--- config.mk ---
export PLATFORM = sky130hd
export DESIGN_NAME = first_decimal_number_extractor_flat
export DESIGN_NICKNAME = d
export VERILOG_FILES = /design/src/rtl/fden_pkg.sv /design/src/rtl/fden_in_if.sv /design/src/rtl/fden_out_if.sv /design/src/rtl/first_decimal_number_extractor.sv /design/src/flat_wrapper.sv
export SDC_FILE = /design/constraint.sdc
export NUM_CORES = 1
export LEC_CHECK = 0
export ABC_CLOCK_PERIOD_IN_PS = 6700
export BUFFER_PORTS_ARGS = -buffer_cell sky130_fd_sc_hd__buf_2
export CORE_MARGIN = 2
export CORE_UTILIZATION = 47
export DETAILED_ROUTE_END_ITERATION = 6
export MAX_ROUTING_LAYER = met4
export SLEW_MARGIN = 30
export SYNTH_ARGS = -nofsm -noshare
export SYNTH_HDL_FRONTEND = slang
export SYNTH_SLANG_ARGS = --single-unit
--- constraint.sdc ---
create_clock -name clk_i -period 6.7 [get_ports clk_i]
set_clock_uncertainty 0.15 [all_clocks]
set_input_delay 1.34 -clock clk_i [delete_from_list [all_inputs] [get_ports clk_i]]
set_output_delay 1.34 -clock clk_i [all_outputs]
set_load 0.02 [all_outputs]
--- src/rtl/fden_pkg.sv ---
// package for the first decimal number extractor
// widths, character codes and the saturation value; no dependencies
package fden_pkg;

  localparam int unsigned CharW     = 8;
  localparam int unsigned MantW     = 60;
  localparam int unsigned CntW      = 5;
  localparam int unsigned MaxDigits = 18;
  localparam int unsigned DigitW    = 4;
  localparam int unsigned WideW     = MantW + DigitW;

  localparam logic [CharW-1:0] CharNul   = 8'h00;
  localparam logic [CharW-1:0] CharMinus = 8'h2D;
  localparam logic [CharW-1:0] CharPlus  = 8'h2B;
  localparam logic [CharW-1:0] CharPoint = 8'h2E;
  localparam logic [CharW-1:0] CharZero  = 8'h30;
  localparam logic [CharW-1:0] CharNine  = 8'h39;

  localparam logic [MantW-1:0] MantLimit = {MantW{1'b1}};

  // smaller of 10^MaxDigits - 1 and the mantissa limit
  function automatic logic [MantW-1:0] sat_value();
    logic [WideW-1:0] v;
    v = WideW'(1);
    for (int unsigned i = 0; i < MaxDigits && i < 19; i++) begin
      v = v * WideW'(10);
    end
    v = v - WideW'(1);
    if (v > {{DigitW{1'b0}}, MantLimit}) begin
      return MantLimit;
    end
    return v[MantW-1:0];
  endfunction

  localparam logic [MantW-1:0] SatValue = sat_value();

endpackage

--- src/rtl/fden_in_if.sv ---
// input channel: one string byte per transfer
// depends on fden_pkg
interface fden_in_if;
  logic                         valid;
  logic                         ready;
  logic [fden_pkg::CharW-1:0]   char_code;
  logic                         last_char;

  modport source (output valid, output char_code, output last_char, input ready);
  modport sink   (input valid, input char_code, input last_char, output ready);
endinterface

--- src/rtl/fden_out_if.sv ---
// output channel: one parse result per string
// depends on fden_pkg
interface fden_out_if;
  logic                         valid;
  logic                         ready;
  logic                         found;
  logic                         negative;
  logic [fden_pkg::MantW-1:0]   mantissa;
  logic [fden_pkg::CntW-1:0]    frac_digits;
  logic                         overflow;

  modport source (output valid, output found, output negative, output mantissa,
                  output frac_digits, output overflow, input ready);
  modport sink   (input valid, input found, input negative, input mantissa,
                  input frac_digits, input overflow, output ready);
endinterface

--- src/rtl/first_decimal_number_extractor.sv ---
// first decimal number extractor: input register, scan state, result register
// a string's result is loaded into the result register when its last byte leaves the input register
// throughput: one byte per cycle, except while a last byte waits for out_o to take the
// previous result; the multiply-by-ten and add of the accumulator is combinational
// reset clears the input valid, the scan state and the result valid
// depends on fden_pkg, fden_in_if and fden_out_if
module first_decimal_number_extractor (
  input  logic        clk_i,
  input  logic        rst_ni,
  fden_in_if.sink     in_i,
  fden_out_if.source  out_o
);

  logic                            in_valid_q;
  logic [fden_pkg::CharW-1:0]      char_q;
  logic                            last_q;

  logic                            started_q, started_d;
  logic                            point_q, point_d;
  logic                            finished_q, finished_d;
  logic                            minus_q, minus_d;
  logic [fden_pkg::MantW-1:0]      accum_q, accum_d;
  logic [fden_pkg::CntW-1:0]       dcount_q, dcount_d;
  logic [fden_pkg::CntW-1:0]       fcount_q, fcount_d;
  logic                            too_many_q, too_many_d;

  logic                            out_valid_q;
  logic                            found_q, found_d;
  logic                            neg_q, neg_d;
  logic [fden_pkg::MantW-1:0]      mant_q, mant_d;
  logic [fden_pkg::CntW-1:0]       frac_q, frac_d;
  logic                            ovf_q, ovf_d;

  logic                            advance;
  logic                            proc;
  logic                            is_digit;
  logic [fden_pkg::DigitW-1:0]     digit;
  logic [fden_pkg::WideW-1:0]      ext;
  logic [fden_pkg::WideW-1:0]      next_acc;
  logic                            fits;
  logic                            take;

  assign advance    = !last_q || !out_valid_q || out_o.ready;
  assign proc       = in_valid_q && advance;
  assign in_i.ready = !in_valid_q || advance;

  assign is_digit = (char_q >= fden_pkg::CharZero) && (char_q <= fden_pkg::CharNine);
  assign digit    = fden_pkg::DigitW'(char_q - fden_pkg::CharZero);
  assign ext      = {{fden_pkg::DigitW{1'b0}}, accum_q};
  assign next_acc = (ext << 3) + (ext << 1) + {{(fden_pkg::WideW-fden_pkg::DigitW){1'b0}}, digit};
  assign fits     = (dcount_q < fden_pkg::CntW'(fden_pkg::MaxDigits)) &&
                    (next_acc <= {{fden_pkg::DigitW{1'b0}}, fden_pkg::MantLimit});

  always_comb begin
    started_d  = started_q;
    point_d    = point_q;
    finished_d = finished_q;
    minus_d    = minus_q;
    accum_d    = accum_q;
    dcount_d   = dcount_q;
    fcount_d   = fcount_q;
    too_many_d = too_many_q;
    take       = 1'b0;

    if (!finished_q) begin
      if (char_q == fden_pkg::CharNul) begin
        finished_d = 1'b1;
      end else if (!started_q) begin
        if (is_digit) begin
          started_d = 1'b1;
          take      = 1'b1;
        end else if (char_q == fden_pkg::CharMinus) begin
          started_d = 1'b1;
          minus_d   = 1'b1;
        end else if (char_q == fden_pkg::CharPlus) begin
          started_d = 1'b1;
        end
      end else if (is_digit) begin
        take = 1'b1;
      end else if (char_q == fden_pkg::CharPoint && !point_q) begin
        point_d = 1'b1;
      end else begin
        finished_d = 1'b1;
      end
    end

    if (take) begin
      if (fits) begin
        accum_d  = next_acc[fden_pkg::MantW-1:0];
        dcount_d = dcount_q + fden_pkg::CntW'(1);
        if (point_q) begin
          fcount_d = fcount_q + fden_pkg::CntW'(1);
        end
      end else begin
        too_many_d = 1'b1;
      end
    end

    // result from the updated scan state
    found_d = (dcount_d != '0) || too_many_d;
    neg_d   = found_d && minus_d;
    mant_d  = !found_d ? '0 : (too_many_d ? fden_pkg::SatValue : accum_d);
    frac_d  = found_d ? fcount_d : '0;
    ovf_d   = found_d && too_many_d;
  end

  always_ff @(posedge clk_i or negedge rst_ni) begin
    if (!rst_ni) begin
      in_valid_q <= 1'b0;
    end else if (in_i.ready) begin
      in_valid_q <= in_i.valid;
    end
  end

  always_ff @(posedge clk_i) begin
    if (in_i.ready && in_i.valid) begin
      char_q <= in_i.char_code;
      last_q <= in_i.last_char;
    end
  end

  always_ff @(posedge clk_i or negedge rst_ni) begin
    if (!rst_ni) begin
      started_q  <= 1'b0;
      point_q    <= 1'b0;
      finished_q <= 1'b0;
      minus_q    <= 1'b0;
      accum_q    <= '0;
      dcount_q   <= '0;
      fcount_q   <= '0;
      too_many_q <= 1'b0;
    end else if (proc) begin
      if (last_q) begin
        started_q  <= 1'b0;
        point_q    <= 1'b0;
        finished_q <= 1'b0;
        minus_q    <= 1'b0;
        accum_q    <= '0;
        dcount_q   <= '0;
        fcount_q   <= '0;
        too_many_q <= 1'b0;
      end else begin
        started_q  <= started_d;
        point_q    <= point_d;
        finished_q <= finished_d;
        minus_q    <= minus_d;
        accum_q    <= accum_d;
        dcount_q   <= dcount_d;
        fcount_q   <= fcount_d;
        too_many_q <= too_many_d;
      end
    end
  end

  always_ff @(posedge clk_i or negedge rst_ni) begin
    if (!rst_ni) begin
      out_valid_q <= 1'b0;
    end else if (proc && last_q) begin
      out_valid_q <= 1'b1;
    end else if (out_o.ready) begin
      out_valid_q <= 1'b0;
    end
  end

  always_ff @(posedge clk_i) begin
    if (proc && last_q) begin
      found_q <= found_d;
      neg_q   <= neg_d;
      mant_q  <= mant_d;
      frac_q  <= frac_d;
      ovf_q   <= ovf_d;
    end
  end

  assign out_o.valid       = out_valid_q;
  assign out_o.found       = found_q;
  assign out_o.negative    = neg_q;
  assign out_o.mantissa    = mant_q;
  assign out_o.frac_digits = frac_q;
  assign out_o.overflow    = ovf_q;

endmodule

--- src/flat_wrapper.sv ---
// flat-port wrapper written by rule: the top's interface ports become plain ports
module first_decimal_number_extractor_flat 
  (clk_i, rst_ni, in_i_valid, in_i_char_code, in_i_last_char, in_i_ready, out_o_valid, out_o_found, out_o_negative, out_o_mantissa, out_o_frac_digits, out_o_overflow, out_o_ready);
  fden_in_if in_i_i ();
  fden_out_if out_o_i ();
  input  logic clk_i;
  input  logic rst_ni;
  input wire logic [$bits(in_i_i.valid)-1:0] in_i_valid;
  input wire logic [$bits(in_i_i.char_code)-1:0] in_i_char_code;
  input wire logic [$bits(in_i_i.last_char)-1:0] in_i_last_char;
  output wire logic [$bits(in_i_i.ready)-1:0] in_i_ready;
  output wire logic [$bits(out_o_i.valid)-1:0] out_o_valid;
  output wire logic [$bits(out_o_i.found)-1:0] out_o_found;
  output wire logic [$bits(out_o_i.negative)-1:0] out_o_negative;
  output wire logic [$bits(out_o_i.mantissa)-1:0] out_o_mantissa;
  output wire logic [$bits(out_o_i.frac_digits)-1:0] out_o_frac_digits;
  output wire logic [$bits(out_o_i.overflow)-1:0] out_o_overflow;
  input wire logic [$bits(out_o_i.ready)-1:0] out_o_ready;
  assign in_i_i.valid = in_i_valid;
  assign in_i_i.char_code = in_i_char_code;
  assign in_i_i.last_char = in_i_last_char;
  assign in_i_ready = in_i_i.ready;
  assign out_o_valid = out_o_i.valid;
  assign out_o_found = out_o_i.found;
  assign out_o_negative = out_o_i.negative;
  assign out_o_mantissa = out_o_i.mantissa;
  assign out_o_frac_digits = out_o_i.frac_digits;
  assign out_o_overflow = out_o_i.overflow;
  assign out_o_i.ready = out_o_ready;
  first_decimal_number_extractor u_core (.clk_i(clk_i), .rst_ni(rst_ni), .in_i(in_i_i), .out_o(out_o_i));
endmodule
==> results <==
- The flow ran to the end, and the final reports show no timing, DRC or antenna violations.
- The clock reaches the later pin of the worst-skew pair after 0.44 ns.
- The DRC violation count after routing is 0.
- The area of the placeable core is around 23000 um2.
- The adder-cell share of the synthesized area is 0.142.
- The count of port buffers added during placement is just over 80.
- The complex-gate fraction of the synthesized area is 0.198.
- In this run, distinct cell masters in the synthesized netlist total 73.
- In the final layout, the share of cells above drive strength 1 is 0.125.
- For this run, the register share of the synthesized area comes to 0.388.
- For the worst setup path, the data arrival time is 5.43 ns.
- In this run the clock root is driven by a clkbuf_16.
- Compared with the post-synthesis result, the final layout area differs by 11.7%.
- The number of design-rule violations left by the first detailed-router iteration is ~520.
- In this run the number of H-tree levels came out at 4.
- The total of hold buffers inserted after clock tree synthesis is 0.
- In this run the power spent charging and discharging nets is a little over 0.8 mW.
- After technology mapping, the gate count stands at 1181.
- The aggregate negative setup slack is 0 ns.
- The relative max-transition margin is 0.433.
- In this run, synthesis produced a sequential element count of about 150.
- The number of rows in the core area is 55.
- The number of buffers on the longest clock path is 2.
- The remaining global-route overflow is 0.
- Dividing the final minimum period by the clock period gives 0.811.
- In this run, CTS created clock tree buffers numbering 17.
- The signal on the critical path passes through fa_1 > inv_1 > fa_1 > nand2b_1 > a21oi_1 > o21a_1 > o211ai_1 > a2111o_1 > and2_1 > o221a_1 > and4bb_2 > mux2i_4 > nor3_4 > buf_12 > a31oi_1.
- In this run the power density over the cells is ~220 nW/um2.
- The internal power summed over all cells is 1.81 mW.
- Entering global routing, the biggest net connects 48 pins.
- The total nets after synthesis is between 1000 and 1500.
- The number of synthesized flops with an enable pin is 77.
- The die is 157 um wide.
- The slowest stage of the critical path is the and4bb_2 cell.
- The count of synthesis-stage warnings from yosys is 0.
- The kind of end point of the critical path is a register.
- The switching share of total power is 0.313.
- The critical path in this run is classified as register to register.
- The effective utilization at floorplan is 0.482.
- The number of setup violations in the final report is 0.
- The met3 track utilization from global routing is 0.0360.
- The mapped netlist covers 10900 um2.
- The layer with the highest usage after global routing is met2.
- Of the total power, registers draw 0.414.
- The maximum vdd drop is 0.127 mV.
- Of the total synthesized cell area, the portion taken by AND, OR, NAND and NOR gates is 0.161.
- The fraction of met1 tracks used by global routing is 0.335.
- The post-CTS resize count is 0.
- The fraction of power consumed by combinational cells is 0.181.
- The max-slew violation count is 0.
- The transition time at the pin with the least slew margin is about 0.84 ns.
- Total power for the finished layout comes to 2.63 mW.
- The tightest min-delay check is of the register to register type.
- Among all flip-flop cells after synthesis, the most frequent one is edfxtp_1.
- The floorplan step set the die height to ~160 um.
- TritonCTS built the clock tree.
- Max-cap violations in this run came to 0.
- The count of endpoints failing hold in the final timing report was 0.
- The number of global-route vias before repair is 9067.
- The first detailed-routing pass took 5 iterations.
- The share of synthesized area spent on multiplexers is 0.0325.
- The largest family of logic cells by synthesized area is compound AO/OA/AOI/OAI gates.
- The overall die area is 24500 um2.
- The clock network power share is 0.405.
- Across every metal layer, demand over resource in global routing totals 0.253.
- Routability-driven placement finished with a final weighted congestion of between 0.9 and 1.
- In the global route stage, met2 resource usage came out at 0.414.
- The via-per-instance ratio is 5.92.
- The share of the synthesized netlist area taken by xor and xnor gates is 0.0489.
- The critical path startpoint category is a register.
- Clock-pin slew was measured on the worst setup and hold paths at 0.08 ns.
- The worst hold slack after final layout is 0.386 ns.
- The total I/O pin count is 83.
- The critical path's most frequent cell is fa_1.
- After detailed routing, the average wire length per cell comes to about 19 um.
- The HPWL after detailed placement is 20900 um.
- Clock tree synthesis found a total of about 150 sinks.
- After detailed placement, the design holds a cell count of approximately 1500.
- Along the worst path, the maximum fanout reaches 37.
- After filler insertion, the fill cell instance count of the layout stands at 2112.
- The required time of the critical path is between 6 and 7 ns.
- Setup repair after global routing left no endpoint under its margin.
- Buffers added to address setup during post-CTS repair amount to 0.
- The top achievable clock speed is 184 MHz.
- The analysis attributes to cell leakage a power of 5.40 nW.
- Summing over every cut layer, the via total after detailed routing is a little over 9000.
- The share of synthesized registers carrying an async set or reset is 0.500.
- The global-route wire length before repair is 47200 um.
- The final layout contains around 1400 nets.
- For this run, the slowest stage of the critical path takes 0.68 ns.
- The final antenna-violating net count is 0.
- The total detailed-routing wirelength is 29000 um.
- The initial antenna violation count is 0.
- For the finished layout, the period the worst path requires is 5.44 ns.
- The average cell area after synthesis is 9.26 um2.
- The final cell count without fillers is roughly 1500.
## worst paths after layout
kind	start	to	slack, ns	cells past startpoint
min	u_core.fcount_q[2]	u_core.fcount_q[2]	0.39	1
max	u_core.accum_q[0]	u_core.out_o.mantissa[31]	1.26	15
max reg2reg	u_core.accum_q[0]	u_core.out_o.mantissa[31]	1.26	15
max in group asynchronous	rst_ni	u_core.accum_q[57]	4.68	2
min reg2reg	u_core.fcount_q[2]	u_core.fcount_q[2]	0.39	1
min in group asynchronous	rst_ni	u_core.accum_q[22]	0.69	1
## state kept, by name, indices dropped and copies added, names as in the netlist, 5 cells and up
signal	flops
u_core.accum_q	60
u_core.char_q	8
u_core.dcount_q	5
u_core.out_o.mantissa	60
u_core.out_o.frac_digits	5
u_core.fcount_q	5
## synthesized netlist by cell type (3+ instances only)
cell type	instances	area, um2
nor2b_1	12	75.1
ha_1	121	1510
dfrtp_1	77	1930
xnor2_1	31	272
buf_6	3	33.8
clkbuf_1	32	120
a21oi_1	117	586
nand4_1	22	138
nor4_1	6	37.5
nor3_1	13	65.1
o211ai_1	10	75.1
a21boi_0	3	22.5
edfxtp_1	77	2310
and4_1	5	43.8
buf_2	13	65.1
nand2b_1	8	50.1
a41oi_1	3	26.3
nand3_1	20	100
or2_2	14	87.6
a31oi_1	33	206
mux2i_1	31	310
o21bai_1	7	52.6
a21o_1	21	158
and3_1	7	43.8
inv_1	24	90.1
nand2_1	159	597
o21a_1	8	60.1
and2_1	9	56.3
or2_1	4	25.0
o41ai_1	5	43.8
xor2_1	30	263
o31ai_1	5	37.5
o21ai_0	108	541
nor2_1	78	293
a22o_1	8	70.1
a211oi_1	5	37.5
## kinds of logic (layout without fill, tap and decap cells)
| group | Yosys count | after routing |
|---|---|---|
| buffers and inverters | 77 | 151 |
| AOI/OAI and AO/OA | 359 | 359 |
| and+or+nand+nor | 373 | 373 |
| xor gates and xnor gates | 61 | 61 |
| DFF | 154 | 154 |
| adders and majority gates | 123 | 123 |
| muxes | 34 | 34 |
| other | 0 | 1 |
## per-stage QoR
| stage | utilization | setup slack (ns) | instance area (um2) |
|---|---|---|---|
| global placement | 0.509 | 1.34 | 11600 |
| CTS | 0.537 | 1.23 | 12200 |
| floorplan | - | 2.07 | 10900 |
| finish | 0.538 | 1.26 | 12200 |
| detailed placement | 0.509 | 1.26 | 11600 |
| global route | 0.538 | 0.849 | 12200 |
## worst max-delay path, delay by kind of cell, from the launching register on
family          cells  cell delay [ns]
fa+ha+maj           2             1.02
mux                 1             0.16
simple gates        4             1.53
compound gates      6             1.45
buf+inv             2             0.39
flops               1             0.43
## final cells by class
| cell class | instances | area (um2) | area share |
|---|---|---|---|
| clock buffer | 17 | 425 | 0.0348 |
| sequential | 154 | 4240 | 0.347 |
| tap | 285 | 357 | 0.0292 |
| timing repair buffer | 94 | 519 | 0.0425 |
| inverter | 25 | 95.1 | 0.00778 |
| clock inverter | 15 | 211 | 0.0173 |
| antenna | 1 | 2.50 | 0.000205 |
| multi-input combinational | 950 | 6370 | 0.521 |
## layer usage
| layer | up-vias | wire [um] |
|---|---|---|
| li1 | 4480 | - |
| met5 | - | 0 |
| met4 | 0 | 410 |
| met3 | 30 | 1090 |
| met1 | 4407 | 13800 |
| met2 | 204 | 13700 |
## placed cells by master (no fill, tap or decap), types with 3 or more instances in the layout
cell type,Yosys,layout
a211oi_1,5,5
a21boi_0,3,3
a21o_1,21,21
a21oi_1,117,117
a22o_1,8,8
a31oi_1,33,33
a41oi_1,3,3
and2_1,9,9
and3_1,7,7
and4_1,5,5
buf_2,13,81
buf_4,1,11
bufinv_16,0,3
clkbuf_16,0,17
clkinv_4,0,3
dfrtp_1,77,77
edfxtp_1,77,77
ha_1,121,121
inv_1,24,23
inv_6,0,4
mux2i_1,31,31
nand2_1,159,159
nand2b_1,8,8
nand3_1,20,20
nand4_1,22,22
nor2_1,78,78
nor2b_1,12,12
nor3_1,13,13
nor4_1,6,6
o211ai_1,10,10
o21a_1,8,8
o21ai_0,108,108
o21bai_1,7,7
o31ai_1,5,5
o41ai_1,5,5
or2_1,4,4
or2_2,14,14
xnor2_1,31,31
xor2_1,30,30
## power by group through the flow
stage | clock network, mW | logic (mW) | registers, mW
after global placement | 0 | 0.470 | 1.11
after CTS | 1.08 | 0.477 | 1.09
final | 1.07 | 0.477 | 1.09
after global routing | 1.11 | 0.527 | 1.10
after floorplan | 0 | 0.310 | 1.13
after detailed placement | 0 | 0.473 | 1.11
Note: power is estimated with default switching activity, not from simulation.
